===== src/hw/rtl/pwmc_pkg.sv =====
// ----------------------------------------------------------------------------
// PWM period and duty calculator: shared types and constants
// Field widths, action and waveform codes, prescaler table and the
// controller/datapath interface structs.
// ----------------------------------------------------------------------------
package pwmc_pkg;

	// Field widths
	localparam int unsigned CLK_W     = 25;  // timer clock in Hz
	localparam int unsigned FREQ_W    = 24;  // requested frequency in Hz
	localparam int unsigned TOP_W     = 16;  // timer TOP / compare width
	localparam int unsigned CSEL_W    = 3;   // clock-select code
	localparam int unsigned WAVE_W    = 4;   // waveform generation bits
	localparam int unsigned PCT_W     = 8;   // duty percent input
	localparam int unsigned PCTC_W    = 7;   // duty percent after clamp to 100
	localparam int unsigned PROD_W    = 23;  // 100 * 65535 fits in 23 bits
	localparam int unsigned PRE_IDX_W = 3;   // prescaler trial index
	localparam int unsigned SHIFT_W   = 4;   // log2 of prescaler, plus one
	localparam int unsigned RECIP_W   = 24;  // reciprocal of 100
	localparam int unsigned RECIP_SH  = 30;  // exact for products below 2^23

	// Constants
	localparam logic [CLK_W-1:0]     CLK_HZ_RESET = 25'd16000000;
	localparam logic [TOP_W-1:0]     TOP_MAX      = 16'hFFFF;
	localparam logic [PCT_W-1:0]     PCT_MAX      = 8'd100;
	localparam logic [PRE_IDX_W-1:0] PRE_LAST     = 3'd4;
	localparam logic [CSEL_W-1:0]    CSEL_NONE    = 3'd0;
	localparam logic [CSEL_W-1:0]    CSEL_MAX     = 3'd5;
	localparam logic [RECIP_W-1:0]   PCT_RECIP    = 24'd10737419; // ceil(2^30 / 100)

	// Waveform select inputs and generated codes
	localparam logic [1:0] WSEL_FAST  = 2'd0;
	localparam logic [1:0] WSEL_PHASE = 2'd1;

	localparam logic [WAVE_W-1:0] WAVE_NONE  = 4'd0;
	localparam logic [WAVE_W-1:0] WAVE_FAST  = 4'd14;
	localparam logic [WAVE_W-1:0] WAVE_PHASE = 4'd10;
	localparam logic [WAVE_W-1:0] WAVE_PFC   = 4'd8;

	typedef enum logic [1:0] {
		ACT_SET_FREQ = 2'd0,
		ACT_DUTY_PCT = 2'd1,
		ACT_DUTY_RAW = 2'd2,
		ACT_READ_TOP = 2'd3
	} action_t;

	typedef enum logic [2:0] {
		ST_IDLE,
		ST_DECODE,
		ST_DIV_WAIT,
		ST_TRIAL,
		ST_FINISH
	} ctrl_state_t;

	// Controller to datapath commands
	typedef struct packed {
		logic load;        // capture the accepted transaction
		logic div_start;   // launch the serial divider
		logic trial_step;  // evaluate one prescaler candidate
		logic commit;      // update stored timing and present the result
	} dp_cmd_t;

	// Datapath to controller status
	typedef struct packed {
		action_t action;     // captured action
		logic    div_done;   // divider quotient ready (one-cycle pulse)
		logic    trial_done; // candidate fits, or last prescaler tried
	} dp_status_t;

	// Prescalers 1, 8, 64, 256, 1024 as right shifts
	function automatic logic [SHIFT_W-1:0] pre_shift(input logic [PRE_IDX_W-1:0] idx);
		logic [SHIFT_W-1:0] s;
		case (idx)
			3'd0:    s = 4'd0;
			3'd1:    s = 4'd3;
			3'd2:    s = 4'd6;
			3'd3:    s = 4'd8;
			default: s = 4'd10;
		endcase
		return s;
	endfunction

endpackage


===== src/hw/rtl/pwm_period_and_duty_calc.sv =====
// ----------------------------------------------------------------------------
// PWM period and duty calculator, top level
// Works out 16-bit timer prescaler, TOP and waveform code from a requested
// frequency, and compare values from a percent or raw duty.
// ----------------------------------------------------------------------------
// A command is taken when start is high and busy is low; busy then stays high
// until the result is ready. Each command gives one result, shown for exactly
// one cycle with done high; the receiver cannot stall it, so it must take the
// result in that cycle. A new command may be started in the done cycle.
// A set frequency command runs the 25-step serial divider (clock /
// frequency) and then tries the prescalers in turn until one fits; duty
// percent, raw duty and read top skip both. The
// clock register is written through the cfg channel, which is always ready;
// write it only while the block is idle.
// ----------------------------------------------------------------------------
module pwm_period_and_duty_calc
	import pwmc_pkg::*;
(
	input  logic              clk,
	input  logic              arst_n,
	// Command channel
	input  logic              start,
	output logic              busy,
	input  logic [1:0]        action,
	input  logic [FREQ_W-1:0] frequency_hz,
	input  logic [1:0]        waveform_select,
	input  logic              channel,
	input  logic [PCT_W-1:0]  duty_percent,
	input  logic [TOP_W-1:0]  raw_compare,
	// Result channel
	output logic              done,
	output logic [1:0]        result_kind,
	output logic [CSEL_W-1:0] clock_select,
	output logic [TOP_W-1:0]  period_top,
	output logic [WAVE_W-1:0] waveform_code,
	output logic              compare_channel,
	output logic [TOP_W-1:0]  compare_value,
	// Configuration channel: timer clock in Hz
	input  logic              cfg_valid,
	output logic              cfg_ready,
	input  logic [CLK_W-1:0]  cfg_data
);

	dp_cmd_t    cmd;
	dp_status_t status;
	logic       cfg_we;

	assign cfg_ready = 1'b1;
	assign cfg_we    = cfg_valid & cfg_ready;

	pwmc_ctrl u_ctrl (
		.clk    (clk),
		.arst_n (arst_n),
		.start  (start),
		.busy   (busy),
		.cmd    (cmd),
		.status (status)
	);

	pwmc_dp u_dp (
		.clk             (clk),
		.arst_n          (arst_n),
		.cmd             (cmd),
		.status          (status),
		.cfg_we          (cfg_we),
		.cfg_data        (cfg_data),
		.action          (action),
		.frequency_hz    (frequency_hz),
		.waveform_select (waveform_select),
		.channel         (channel),
		.duty_percent    (duty_percent),
		.raw_compare     (raw_compare),
		.done            (done),
		.result_kind     (result_kind),
		.clock_select    (clock_select),
		.period_top      (period_top),
		.waveform_code   (waveform_code),
		.compare_channel (compare_channel),
		.compare_value   (compare_value)
	);

endmodule


===== src/hw/rtl/pwmc_div.sv =====
// ----------------------------------------------------------------------------
// PWM calculator serial divider
// Restoring unsigned divider, one quotient bit per cycle.
// ----------------------------------------------------------------------------
module pwmc_div
	import pwmc_pkg::*;
(
	input  logic              clk,
	input  logic              arst_n,
	input  logic              start,
	input  logic [CLK_W-1:0]  dividend,
	input  logic [FREQ_W-1:0] divisor,
	output logic              done,
	output logic [CLK_W-1:0]  quotient
);

	localparam int unsigned CNT_W = $clog2(CLK_W);
	localparam logic [CNT_W-1:0] CNT_LAST = CNT_W'(CLK_W - 1);

	logic              run_q;
	logic              done_q;
	logic [CNT_W-1:0]  cnt_q;
	logic [FREQ_W-1:0] rem_q;
	logic [FREQ_W-1:0] dsr_q;
	logic [CLK_W-1:0]  quo_q;

	logic [FREQ_W:0]   trial;
	logic [FREQ_W:0]   diff;
	logic              ge;

	// One restoring step: shift in the next dividend bit and try a subtract
	always_comb begin
		trial = {rem_q, quo_q[CLK_W-1]};
		diff  = trial - {1'b0, dsr_q};
		ge    = (trial >= {1'b0, dsr_q});
	end

	// Control: run flag, step counter, completion pulse
	always_ff @(posedge clk or negedge arst_n) begin
		if (!arst_n) begin
			run_q  <= 1'b0;
			done_q <= 1'b0;
			cnt_q  <= '0;
		end else begin
			done_q <= 1'b0;
			if (start) begin
				run_q <= 1'b1;
				cnt_q <= '0;
			end else if (run_q) begin
				if (cnt_q == CNT_LAST) begin
					run_q  <= 1'b0;
					done_q <= 1'b1;
				end
				cnt_q <= cnt_q + 1'b1;
			end
		end
	end

	// Data: remainder, quotient/dividend shift register, held divisor
	always_ff @(posedge clk) begin
		if (start) begin
			rem_q <= '0;
			quo_q <= dividend;
			dsr_q <= divisor;
		end else if (run_q) begin
			rem_q <= ge ? diff[FREQ_W-1:0] : trial[FREQ_W-1:0];
			quo_q <= {quo_q[CLK_W-2:0], ge};
		end
	end

	assign done     = done_q;
	assign quotient = quo_q;

endmodule


===== src/hw/rtl/pwmc_dp.sv =====
// ----------------------------------------------------------------------------
// PWM calculator datapath
// Stored timing, clock register, captured transaction, prescaler trials,
// duty computation and the result registers.
// ----------------------------------------------------------------------------
module pwmc_dp
	import pwmc_pkg::*;
(
	input  logic              clk,
	input  logic              arst_n,
	input  dp_cmd_t           cmd,
	output dp_status_t        status,
	input  logic              cfg_we,
	input  logic [CLK_W-1:0]  cfg_data,
	input  logic [1:0]        action,
	input  logic [FREQ_W-1:0] frequency_hz,
	input  logic [1:0]        waveform_select,
	input  logic              channel,
	input  logic [PCT_W-1:0]  duty_percent,
	input  logic [TOP_W-1:0]  raw_compare,
	output logic              done,
	output logic [1:0]        result_kind,
	output logic [CSEL_W-1:0] clock_select,
	output logic [TOP_W-1:0]  period_top,
	output logic [WAVE_W-1:0] waveform_code,
	output logic              compare_channel,
	output logic [TOP_W-1:0]  compare_value
);

	localparam int unsigned MUL_W = RECIP_SH + TOP_W;

	// Stored timing and clock register
	logic [CLK_W-1:0]     clk_hz_q;
	logic [TOP_W-1:0]     top_q;
	logic [CSEL_W-1:0]    csel_q;
	logic [WAVE_W-1:0]    wave_q;

	// Captured transaction
	action_t              act_q;
	logic                 fast_q;
	logic [WAVE_W-1:0]    wave_new_q;
	logic                 ch_q;
	logic [TOP_W-1:0]     raw_q;
	logic [FREQ_W-1:0]    freq_q;
	logic [PROD_W-1:0]    prod_q;

	// Prescaler search
	logic [PRE_IDX_W-1:0] idx_q;
	logic [TOP_W-1:0]     new_top_q;
	logic [CSEL_W-1:0]    new_csel_q;

	// Result registers
	logic                 done_q;
	logic [1:0]           res_kind_q;
	logic [CSEL_W-1:0]    res_csel_q;
	logic [TOP_W-1:0]     res_top_q;
	logic [WAVE_W-1:0]    res_wave_q;
	logic                 res_ch_q;
	logic [TOP_W-1:0]     res_val_q;

	logic [PCTC_W-1:0]    pct_clamp;
	logic [WAVE_W-1:0]    wave_sel;
	logic                 is_set;
	logic                 div_done;
	logic [CLK_W-1:0]     quotient;
	logic [SHIFT_W-1:0]   shift;
	logic [CLK_W-1:0]     q_sh;
	logic [CLK_W-1:0]     cand;
	logic                 fits;
	logic                 last;
	logic [MUL_W-1:0]     pct_full;
	logic [TOP_W-1:0]     pct_quot;

	logic [CSEL_W-1:0]    c_csel;
	logic [TOP_W-1:0]     c_top;
	logic [WAVE_W-1:0]    c_wave;
	logic                 c_ch;
	logic [TOP_W-1:0]     c_val;

	// Input decode at accept
	always_comb begin
		pct_clamp = (duty_percent > PCT_MAX) ? PCTC_W'(PCT_MAX) : duty_percent[PCTC_W-1:0];
		if (waveform_select == WSEL_FAST) begin
			wave_sel = WAVE_FAST;
		end else if (waveform_select == WSEL_PHASE) begin
			wave_sel = WAVE_PHASE;
		end else begin
			wave_sel = WAVE_PFC;
		end
	end

	// Divider works out clock / f for a set
	assign is_set = (act_q == ACT_SET_FREQ);

	pwmc_div u_div (
		.clk      (clk),
		.arst_n   (arst_n),
		.start    (cmd.div_start),
		.dividend (clk_hz_q),
		.divisor  (freq_q),
		.done     (div_done),
		.quotient (quotient)
	);

	// Percent product / 100 by reciprocal multiply; the true product stays below 2^46
	assign pct_full = MUL_W'(prod_q) * MUL_W'(PCT_RECIP);
	assign pct_quot = pct_full[MUL_W-1:RECIP_SH];

	// Prescaler candidate: clk/(N*f) is (clk/f) >> log2(N), one more for phase modes
	always_comb begin
		shift = pre_shift(idx_q) + (fast_q ? SHIFT_W'(0) : SHIFT_W'(1));
		q_sh  = quotient >> shift;
		cand  = (fast_q && (q_sh != '0)) ? (q_sh - 1'b1) : q_sh;
		fits  = (cand[CLK_W-1:TOP_W] == '0);
		last  = (idx_q == PRE_LAST);
	end

	assign status.action     = act_q;
	assign status.div_done   = div_done;
	assign status.trial_done = fits || last;

	// Result values at commit
	always_comb begin
		c_csel = csel_q;
		c_top  = top_q;
		c_wave = wave_q;
		c_ch   = 1'b0;
		c_val  = '0;
		case (act_q)
			ACT_SET_FREQ: begin
				c_csel = new_csel_q;
				c_top  = new_top_q;
				c_wave = wave_new_q;
			end
			ACT_DUTY_PCT: begin
				c_ch  = ch_q;
				c_val = pct_quot;
			end
			ACT_DUTY_RAW: begin
				c_ch  = ch_q;
				c_val = (raw_q > top_q) ? top_q : raw_q;
			end
			default: begin
				c_ch  = 1'b0;
				c_val = '0;
			end
		endcase
	end

	// Clock register and stored timing
	always_ff @(posedge clk or negedge arst_n) begin
		if (!arst_n) begin
			clk_hz_q <= CLK_HZ_RESET;
			top_q    <= TOP_MAX;
			csel_q   <= CSEL_NONE;
			wave_q   <= WAVE_NONE;
			done_q   <= 1'b0;
		end else begin
			if (cfg_we) begin
				clk_hz_q <= cfg_data;
			end
			if (cmd.commit && is_set) begin
				top_q  <= new_top_q;
				csel_q <= new_csel_q;
				wave_q <= wave_new_q;
			end
			done_q <= cmd.commit;
		end
	end

	// Transaction capture and prescaler search
	always_ff @(posedge clk) begin
		if (cmd.load) begin
			act_q      <= action_t'(action);
			fast_q     <= (waveform_select == WSEL_FAST);
			wave_new_q <= wave_sel;
			ch_q       <= channel;
			raw_q      <= raw_compare;
			freq_q     <= (frequency_hz == '0) ? FREQ_W'(1) : frequency_hz;
			prod_q     <= PROD_W'(pct_clamp) * PROD_W'(top_q);
			idx_q      <= '0;
		end else if (cmd.trial_step) begin
			if (fits) begin
				new_top_q  <= (cand[TOP_W-1:0] == '0) ? TOP_W'(1) : cand[TOP_W-1:0];
				new_csel_q <= CSEL_W'(idx_q) + 1'b1;
			end else if (last) begin
				new_top_q  <= TOP_MAX;
				new_csel_q <= CSEL_MAX;
			end else begin
				idx_q <= idx_q + 1'b1;
			end
		end
	end

	// Result registers
	always_ff @(posedge clk) begin
		if (cmd.commit) begin
			res_kind_q <= act_q;
			res_csel_q <= c_csel;
			res_top_q  <= c_top;
			res_wave_q <= c_wave;
			res_ch_q   <= c_ch;
			res_val_q  <= c_val;
		end
	end

	assign done            = done_q;
	assign result_kind     = res_kind_q;
	assign clock_select    = res_csel_q;
	assign period_top      = res_top_q;
	assign waveform_code   = res_wave_q;
	assign compare_channel = res_ch_q;
	assign compare_value   = res_val_q;

endmodule


===== src/hw/rtl/pwmc_ctrl.sv =====
// ----------------------------------------------------------------------------
// PWM calculator controller
// Sequences capture, division, prescaler trials and commit.
// ----------------------------------------------------------------------------
module pwmc_ctrl
	import pwmc_pkg::*;
(
	input  logic       clk,
	input  logic       arst_n,
	input  logic       start,
	output logic       busy,
	output dp_cmd_t    cmd,
	input  dp_status_t status
);

	ctrl_state_t state_q;
	ctrl_state_t state_d;

	// State register
	always_ff @(posedge clk or negedge arst_n) begin
		if (!arst_n) begin
			state_q <= ST_IDLE;
		end else begin
			state_q <= state_d;
		end
	end

	// Next state and commands
	always_comb begin
		state_d = state_q;
		cmd     = '0;
		case (state_q)
			ST_IDLE: begin
				if (start) begin
					cmd.load = 1'b1;
					state_d  = ST_DECODE;
				end
			end
			ST_DECODE: begin
				if (status.action == ACT_SET_FREQ) begin
					cmd.div_start = 1'b1;
					state_d       = ST_DIV_WAIT;
				end else begin
					state_d = ST_FINISH;
				end
			end
			ST_DIV_WAIT: begin
				if (status.div_done) begin
					state_d = ST_TRIAL;
				end
			end
			ST_TRIAL: begin
				cmd.trial_step = 1'b1;
				if (status.trial_done) begin
					state_d = ST_FINISH;
				end
			end
			ST_FINISH: begin
				cmd.commit = 1'b1;
				state_d    = ST_IDLE;
			end
			default: begin
				state_d = ST_IDLE;
			end
		endcase
	end

	assign busy = (state_q != ST_IDLE);

endmodule


===== config.mk =====
export PLATFORM = sky130hd
export DESIGN_NAME = pwm_period_and_duty_calc
export DESIGN_NICKNAME = d
export VERILOG_FILES = /design/src/hw/rtl/pwmc_pkg.sv /design/src/hw/rtl/pwm_period_and_duty_calc.sv /design/src/hw/rtl/pwmc_div.sv /design/src/hw/rtl/pwmc_dp.sv /design/src/hw/rtl/pwmc_ctrl.sv
export SDC_FILE = /design/constraint.sdc
export NUM_CORES = 1
export LEC_CHECK = 0
export ABC_AREA = 1
export BUFFER_PORTS_ARGS = -buffer_cell sky130_fd_sc_hd__buf_2
export CAP_MARGIN = 20
export CORE_MARGIN = 2
export CORE_UTILIZATION = 41
export CTS_CLUSTER_DIAMETER = 40
export DETAILED_ROUTE_END_ITERATION = 12
export PLACE_DENSITY = 0.63
export SLEW_MARGIN = 25
export SYNTH_ARGS = -nofsm -noshare
export SYNTH_HDL_FRONTEND = slang
export SYNTH_HIERARCHICAL = 1
export SYNTH_SLANG_ARGS = --single-unit
export TNS_END_PERCENT = 5

===== constraint.sdc =====
create_clock -name clk -period 10.4 [get_ports clk]
set_input_delay 0.52 -clock clk [delete_from_list [all_inputs] [get_ports clk]]
set_output_delay 0.52 -clock clk [all_outputs]
set_load 0.005 [all_outputs]

Word level (Yosys, flattened, before mapping) --
Cells that the tools add are included.
Cells by class: multiply operators 2, multiplexer cells 37, shifts and indexed selects 1, order comparisons 3, reduce and logical (&&, ||, !) cells 18, bitwise operators 3, add/sub/neg operators 5, equal/unequal tests 15, div/mod/pow operators 0
Operators with widths (count):
- $mux 16 | 5
- $mux 25 | 3
- $mul 23x24->46 const B | 1
- $pmux 16 s2 | 1
- $ge 25x24->1 | 1
- $reduce_bool 25->1 | 1
- $shr 25x4->25 | 1
- $sub 25x1->25 const B | 1
- $logic_not 24->1 | 1
- $mux 24 | 1
- $sub 24x24->24 | 1
- $mul 7x16->23 | 1
- $mux 3 | 7
- $gt 16x16->1 | 1
- $logic_not 16->1 | 1
- $pmux 4 s4 | 1
- $mux 1 | 13
- $eq 3x2->1 const B | 4
- $pmux 3 s4 | 1
- $mux 5 | 2
- $logic_not 9->1 | 1
- $reduce_and 3->1 | 3
- $gt 8x7->1 const B | 1
- $mux 7 | 1
- other kinds (19) | 30
Word-level totals: memories kept 0, output and inout port bits 45, ROM bits 0, register bits after elaboration 267, bits in latches 0, bits of input ports 82, word-level logic and storage cells 112, bits in writable memories 0

Depth between registers and ports, before layout --
Gate-level depths: netlist of run 1.
word-level depth 11, gate-level depth with buffers 32, gate-level depth less buffers 31

By module --
The synthesis of run 1 kept the hierarchy.
Modules (own cells, without submodules):
- pwmc_dp | times used 1, cells each 2571, area each 22804.4 µm², seq. area each 5163.7 µm²
- pwmc_div | times used 1, cells each 720, area each 5162.5 µm², seq. area each 2127.0 µm²
- pwmc_ctrl | times used 1, cells each 33, area each 201.4 µm², seq. area each 75.1 µm²
- pwm_period_and_duty_calc | times used 1, cells each 2, area each 11.3 µm², seq. area each 0.0 µm²

Least setup slack after synthesis of run 1 --
OpenSTA, ideal clock, no wires.
path type register to register, from reg u_dp.prod_q[6], to reg u_dp.res_val_q[13], in the netlist u_dp/compare_value[13], data pin, setup time 0.270 ns, data arrival time 5.950 ns, period minus slack after synthesis 6.220 ns, path buffers 0, setup slack 4.180 ns, cell stages (with the launch flop) 29, data required time 10.130 ns, cell sequence edfxtp_1 inv_1 fa_1 inv_1 fa_1 inv_1 fa_1 fa_1 inv_1 fa_1 fa_1 inv_1 fa_1 inv_1 ha_1 nand2_1 nor2_1 inv_1 nor2_1 inv_1 a21oi_1 o21ai_0 nand3_1 nand3_1 nand2_1 a31oi_1 or2_2 nand3_1 a21oi_1
On the way: longest elaborated chain between the ends 2
RTL lines:
- from (decl) | RTL line pwmc_dp.sv:45 | logic [PROD_W-1:0] prod_q;
- from (signal assigned) | RTL line pwmc_dp.sv:180 | prod_q <= PROD_W'(pct_clamp) * PROD_W'(top_q);
- $mul 23x24->46 | RTL line pwmc_dp.sv:106 | assign pct_full = MUL_W'(prod_q) * MUL_W'(PCT_RECIP);
- $pmux 16 s2 | RTL line pwmc_dp.sv:129 | case (act_q)
- net u_dp.c_val[13] | RTL line pwmc_dp.sv:78 | logic [TOP_W-1:0] c_val;
- to (signal assigned) | RTL line pwmc_dp.sv:203 | res_val_q <= c_val;
- to (decl) | RTL line pwmc_dp.sv:59 | logic [TOP_W-1:0] res_val_q;
The timed path passes the listed nets, and every way through them passes these cells. A chain may end at the register's enable or synchronous reset.

Worst setup path after layout of run 1 --
from reg u_dp.prod_q[6], to reg u_dp.res_val_q[12], in the netlist u_dp/compare_value[12], data pin
Same word-level chain as after synthesis.

==> results of run 1 <==
## flip-flops by register name, indices dropped and copies added, names as in the netlist, 23 cells and up
name and count:
u_dp/clk_hz_q 25, u_dp/u_div/quotient 25, u_dp/freq_q 24, u_dp/u_div/dsr_q 24, u_dp/u_div/rem_q 24, u_dp/prod_q 23
## area by class of cell
type | count | area share, %
well taps | 882 | 3.55
clock inverters | 33 | 1.26
inverters | 672 | 8.12
repair buffers | 138 | 2.33
flip-flops and latches | 263 | 23.7
clock buffers | 53 | 3.96
multi-input cells | 2287 | 57.1
diodes | 1 | 0.00805
## kinds of logic (layout without fill, tap and decap cells)
family          after synthesis  after routing  synth area share (%)
fa+ha+maj                   598            598                  33.6
compound gates              319            319                  6.48
mux                          25             25                 0.999
flops                       263            263                  26.1
simple gates               1288           1288                  20.1
buf+inv                     776            896                  11.0
xor+xnor                     55             55                  1.71
other cells                   2              3                0.0267
## synthesized netlist by cell type (17+ instances only)
cell / instances
a21oi_1: 124
clkbuf_1: 65
dfrtp_1: 35
dfstp_2: 23
dfxtp_1: 27
edfxtp_1: 178
fa_1: 264
ha_1: 334
inv_1: 659
mux2_2: 25
nand2_1: 704
nand2_2: 25
nand3_1: 230
nand3_2: 19
nand4_1: 46
nor2_1: 193
o211ai_1: 17
o21ai_0: 100
xnor2_1: 19
xor2_1: 36
## stage by stage
step,area (um2),hold WS (ns)
3_3_place_gp,29500,0.400
4_1_cts,31100,0.0837
2_1_floorplan,28200,0.224
3_5_place_dp,29500,0.405
5_1_grt,31100,0.0903
6_report,31100,0.114
## per-layer routing
metal	share of wire, %	GRT usage [%]
met1	45	29.2
met5	0.017	0
met2	47	36.5
met3	5.1	2.92
met4	2.6	6.00
## how the worst min path moves through the flow
stage | to | depth (start not counted) | slack [ns] | start
6_report | u_dp/csel_q[2] | 2 | 0.11 | arst_n
5_1_grt | u_dp/raw_q[14] | 1 | 0.09 | raw_compare[14]
4_1_cts | u_dp/act_q[1] | 1 | 0.08 | action[1]
3_5_place_dp | u_dp/u_div/dsr_q[1] | 0 | 0.40 | u_dp/freq_q[1]
3_3_place_gp | u_dp/u_div/dsr_q[7] | 0 | 0.40 | u_dp/freq_q[7]
2_1_floorplan | u_ctrl/state_q[0] | 0 | 0.22 | arst_n
==> flow_metrics.tcl, run 1 <==
set metrics [dict create \
    status "finished clean" \
    fmax_ghz 0.146 \
    viasPerCell 5.03 \
    cpPeakStageDelay_ns 0.55 \
    crit_cells 26 \
    layout_common_cells "704 x nand2_1, 659 x inv_1, 334 x ha_1, 264 x fa_1, 230 x nand3_1" \
    rr_startpoint "u_dp/prod_q[6]" \
    grt.overflow.total 0 \
    final_cells 4329 \
    synth-seq-area-share_pct 26.1 \
    path_buf_inv 6 \
    slew_viol_final 0 \
    core_area_um2 68300 \
    vias 21800 \
    areaGrowthSynthToFinish_pct 10.3 \
    ctsHoldBuffers 0 \
    dp.cells 4242 \
    ys_ff_latch 263 \
    cp-end-kind "register" \
    cp_top_family "adder cells" \
    detail_route.first_pass.iterations 5 \
    cts_buffers 46 \
    clk_latency_ns 0.58 \
    wl_mm 75.1 \
    maxSlewHeadroom_pct 35.6 \
    htreeDepth 2 \
    detail-route-antenna-nets 0 \
    final_core_util_pct 45.5 \
    placementRows 96 \
    rsz0062_at_grt "no" \
    grt.total_usage_pct 21.7 \
    maxCapViolations 0 \
    cp-endpoint "u_dp/compare_value[12]" \
    drc 0 \
    port_buffers 124 \
    drive_gt1_share_pct 10.6 \
    ff2ff_setup_slack_ns 3.54 \
    cp.required_ns 10.80 \
    cts_tree "built" \
    die_h_um 266 \
    detail_route.iter0.violations 1414 \
    num-fill-cells 6658 \
    post-route-period-util_pct 65.9 \
    cp.arrival_ns 7.26 \
    pre_cts_slack_ns 3.65 \
    layout.nets 4088 \
    synth_edf_count 178 \
    synth_area_leaders "edfxtp_1 19%, fa_1 19%, ha_1 15%" \
    clockBufferDepth 3 \
    cp-start-kind "register" \
    fin_crit_ns 6.86 \
    post_cts_resized 0 \
    cp_max_fo 7 \
    postCtsSetupBuffers 0 \
    yosysWarnings 6 \
    syn_area_um2 28200 \
    grt_max_degree 59 \
    synth-async-reset-ratio_pct 22.1 \
    antenna_found_initial 5 \
    tightest_slew_ns 0.966 \
    path_class "reg2reg" \
    wl_per_cell_um 17.3 \
    area.sequential_um2 7370 \
    synthesis.area_per_instance_um2 8.47 \
    synth_cell_type_count 58 \
    clockRootBuffer "clkbuf_16" \
    final_common_cell "nand2_1" \
    synth_largest_area_cell "edfxtp_1" \
    dp_hpwl_mm 62.4 \
    synth_nets 4006 \
    grt_pass1_wl_mm 120 \
    critPathMostFrequentCell "fa_1" \
    r2r-end "u_dp/compare_value[12]" \
    hp-class "in2async" \
    start_util_pct 41.2 \
    pin_count 127 \
    ys.flop_type "edfxtp_1" \
    first_global_vias 22000 \
    critPathLaunch "u_dp/prod_q[6]" \
    dieArea_um2 70800 \
    synth_top_area_share_pct 19.0 \
    r2r_cells 26 \
    die_w_um 266 \
    multiInputGateArea_um2 17700 \
    hold_viol 0 \
    finalClockSkew_ns 0.0187 \
    cts_sinks 263 \
    place_congestion 0.988 \
    syn_inst 3326 \
    setup_viol 0 \
    cp_slowest_cell "fa_1" \
    path_clk_slew_ns 0.05 \
    setup_slack_ns 3.54 \
    tns_ns 0 \
]
Power of run 1 is left out: the tool's default activity adds up to more than one toggle a clock period on the data nets, which glitch-free logic cannot reach.
==> run 2: changes to the inputs <==
Clock period 10.4 ns to 7.1 ns, I/O delays scaled along.
==> run 2 against run 1 <==
Compared with the run above:
- sequential cell count unchanged
- first-iteration DRC count up 0.85%
- global-route usage up 0.44 points
- cell count up 1.7%
- utilization up 1.1 points
- via count up 1.9%
- routed wire length up 1.8%
- worst setup slack worse by 3.2 ns
- die area unchanged
- critical path depth down 1
- critical endpoint is now u_dp/compare_value[13]
- largest cell class unchanged
==> flow_metrics.tcl, run 2 (same netlist as run 1, synthesis figures left out) <==
set metrics [dict create \
    status "finished clean" \
    areaGrowthSynthToFinish_pct 12.9 \
    cpPeakStageDelay_ns 0.60 \
    grtUsageMet1_pct 29.6 \
    core_area_um2 68300 \
    slew_viol_final 0 \
    clockBufferDepth 3 \
    hold_viol 0 \
    tns_ns 0 \
    rsz0062_at_grt "no" \
    layout_common_cells "704 x nand2_1, 659 x inv_1, 334 x ha_1, 264 x fa_1, 230 x nand3_1" \
    clk_latency_ns 0.58 \
    cp-start-kind "register" \
    wl_mm 76.4 \
    pin_count 127 \
    place_congestion 0.953 \
    finalClockSkew_ns 0.0410 \
    cp.required_ns 7.37 \
    hp-class "in2reg" \
    detail_route.first_pass.iterations 6 \
    detail-route-antenna-nets 0 \
    cp-end-kind "register" \
    wl_per_cell_um 17.4 \
    n_antenna_cell 0 \
    num-fill-cells 6571 \
    drc 0 \
    busiest_layer "met2" \
    placementRows 96 \
    first_global_vias 22600 \
    path_clk_slew_ns 0.05 \
    maxSlewHeadroom_pct 40.8 \
    dp_hpwl_mm 62.4 \
    htreeDepth 2 \
    drive_gt1_share_pct 10.7 \
    clockRootBuffer "clkbuf_16" \
    dieArea_um2 70800 \
    start_util_pct 41.2 \
    detail_route.iter0.violations 1426 \
    die_h_um 266 \
    critPathMostFrequentCell "fa_1" \
    post-route-period-util_pct 94.5 \
    cp.arrival_ns 6.98 \
    layout.nets 4166 \
    use_met3_pct 3.64 \
    die_w_um 266 \
    grt_max_degree 59 \
    path_class "reg2reg" \
    cp_max_fo 7 \
    fin_crit_ns 6.71 \
    viasPerCell 5.04 \
    maxCapViolations 0 \
    grt.overflow.total 0 \
    grt_use_met2_pct 36.7 \
    placed_cell_area_um2 29600 \
    cts_sinks 263 \
    cp_slowest_cell "fa_1" \
    grt.total_usage_pct 22.1 \
    grt_pass1_wl_mm 122 \
    tightest_slew_ns 0.888 \
    vias 22200 \
    cts_buffers 45 \
    path_buf_inv 6 \
    cts_tree "built" \
    cp_top_family "adder cells" \
    fmax_ghz 0.149 \
    port_buffers 124 \
    antenna_found_initial 2 \
    setup_viol 0 \
    design_area_um2 31800 \
    final_common_cell "nand2_1" \
]
[run 2: cell types whose count changed in the layout (fill, tap and decap cells not counted), moves of 2 or more]
cell	previous run	this run
buf_4	14	29
clkbuf_16	48	45
clkinv_2	2	5
clkinv_4	3	0
clkinv_8	1	5
clkinvlp_4	7	1
dlygate4sd3_1	0	64
inv_8	8	10
[run 2: cell type report]
cell class | count | area [um2] | area share [%]
Sequential cell | 263 | 7370 | 23.2
Clock buffer | 50 | 1150 | 3.63
Multi-Input combinational cell | 2287 | 17700 | 55.8
Tap cell | 882 | 1100 | 3.47
Clock inverter | 33 | 433 | 1.36
Inverter | 672 | 2520 | 7.93
Timing Repair Buffer | 217 | 1480 | 4.65
[run 2: worst paths after layout]
| path | endpoint | cells past startpoint | slack (ns) | startpoint |
|---|---|---|---|---|
| max | u_dp/compare_value[13] | 25 | 0.39 | u_dp/prod_q[7] |
| min | u_dp/clk_hz_q[6] | 2 | 0.03 | cfg_data[6] |
| max reg2reg | u_dp/compare_value[13] | 25 | 0.39 | u_dp/prod_q[7] |
| min reg2reg | u_dp/u_div/dsr_q[12] | 0 | 0.41 | u_dp/freq_q[12] |
| max in group asynchronous | u_dp/clk_hz_q[4] | 3 | 6.09 | arst_n |
| min in group asynchronous | u_dp/wave_q[1] | 3 | 0.48 | arst_n |
[run 2: worst register-to-register path, stage by stage (launching register included)]
cell and delay (ns):
edfxtp_1 0.52, fa_1 0.53, inv_1 0.08, fa_1 0.51, inv_1 0.06, fa_1 0.51, fa_1 0.51, inv_1 0.05
fa_1 0.46, fa_1 0.60, inv_1 0.07, fa_1 0.53, inv_1 0.04, ha_1 0.34, nand2_1 0.10, nor2_1 0.11
inv_1 0.06, o21ai_0 0.28, o21ai_0 0.15, nand3_1 0.18, nand3_1 0.10, nand2_1 0.12, a31oi_1 0.11, or2_2 0.28
nand3_1 0.07, a21oi_1 0.07
[run 2: routing by layer]
layer / up-vias / wire length, um / part of all wire [%]
met3: 125 / 4360 / 5.7
met2: 606 / 35700 / 47
met1: 10500 / 34200 / 45
met5: - / 0 / 0
li1: 10900 / - / -
met4: 0 / 2250 / 2.9
[run 2: through the flow]
step	hold WS [ns]	worst slack, ns	util (%)	std cells
2_1_floorplan	0.0594	0.880	-	3326
3_3_place_gp	0.404	0.463	43.2	4253
3_5_place_dp	0.405	0.373	43.2	4253
4_1_cts	0.00144	0.305	46.5	4400
5_1_grt	0.00916	0.0458	46.5	4404
6_report	0.0312	0.388	46.5	4404
[run 2: repair_timing]
action | CTS | global route
endpoints found under the setup margin | 0 | 2
setup buffers | 0 | 4
hold endpoints to repair | 98 | 0
gates resized for setup | 0 | 0
hold buffers | 64 | 0
Power of run 2 is left out for the same reason.
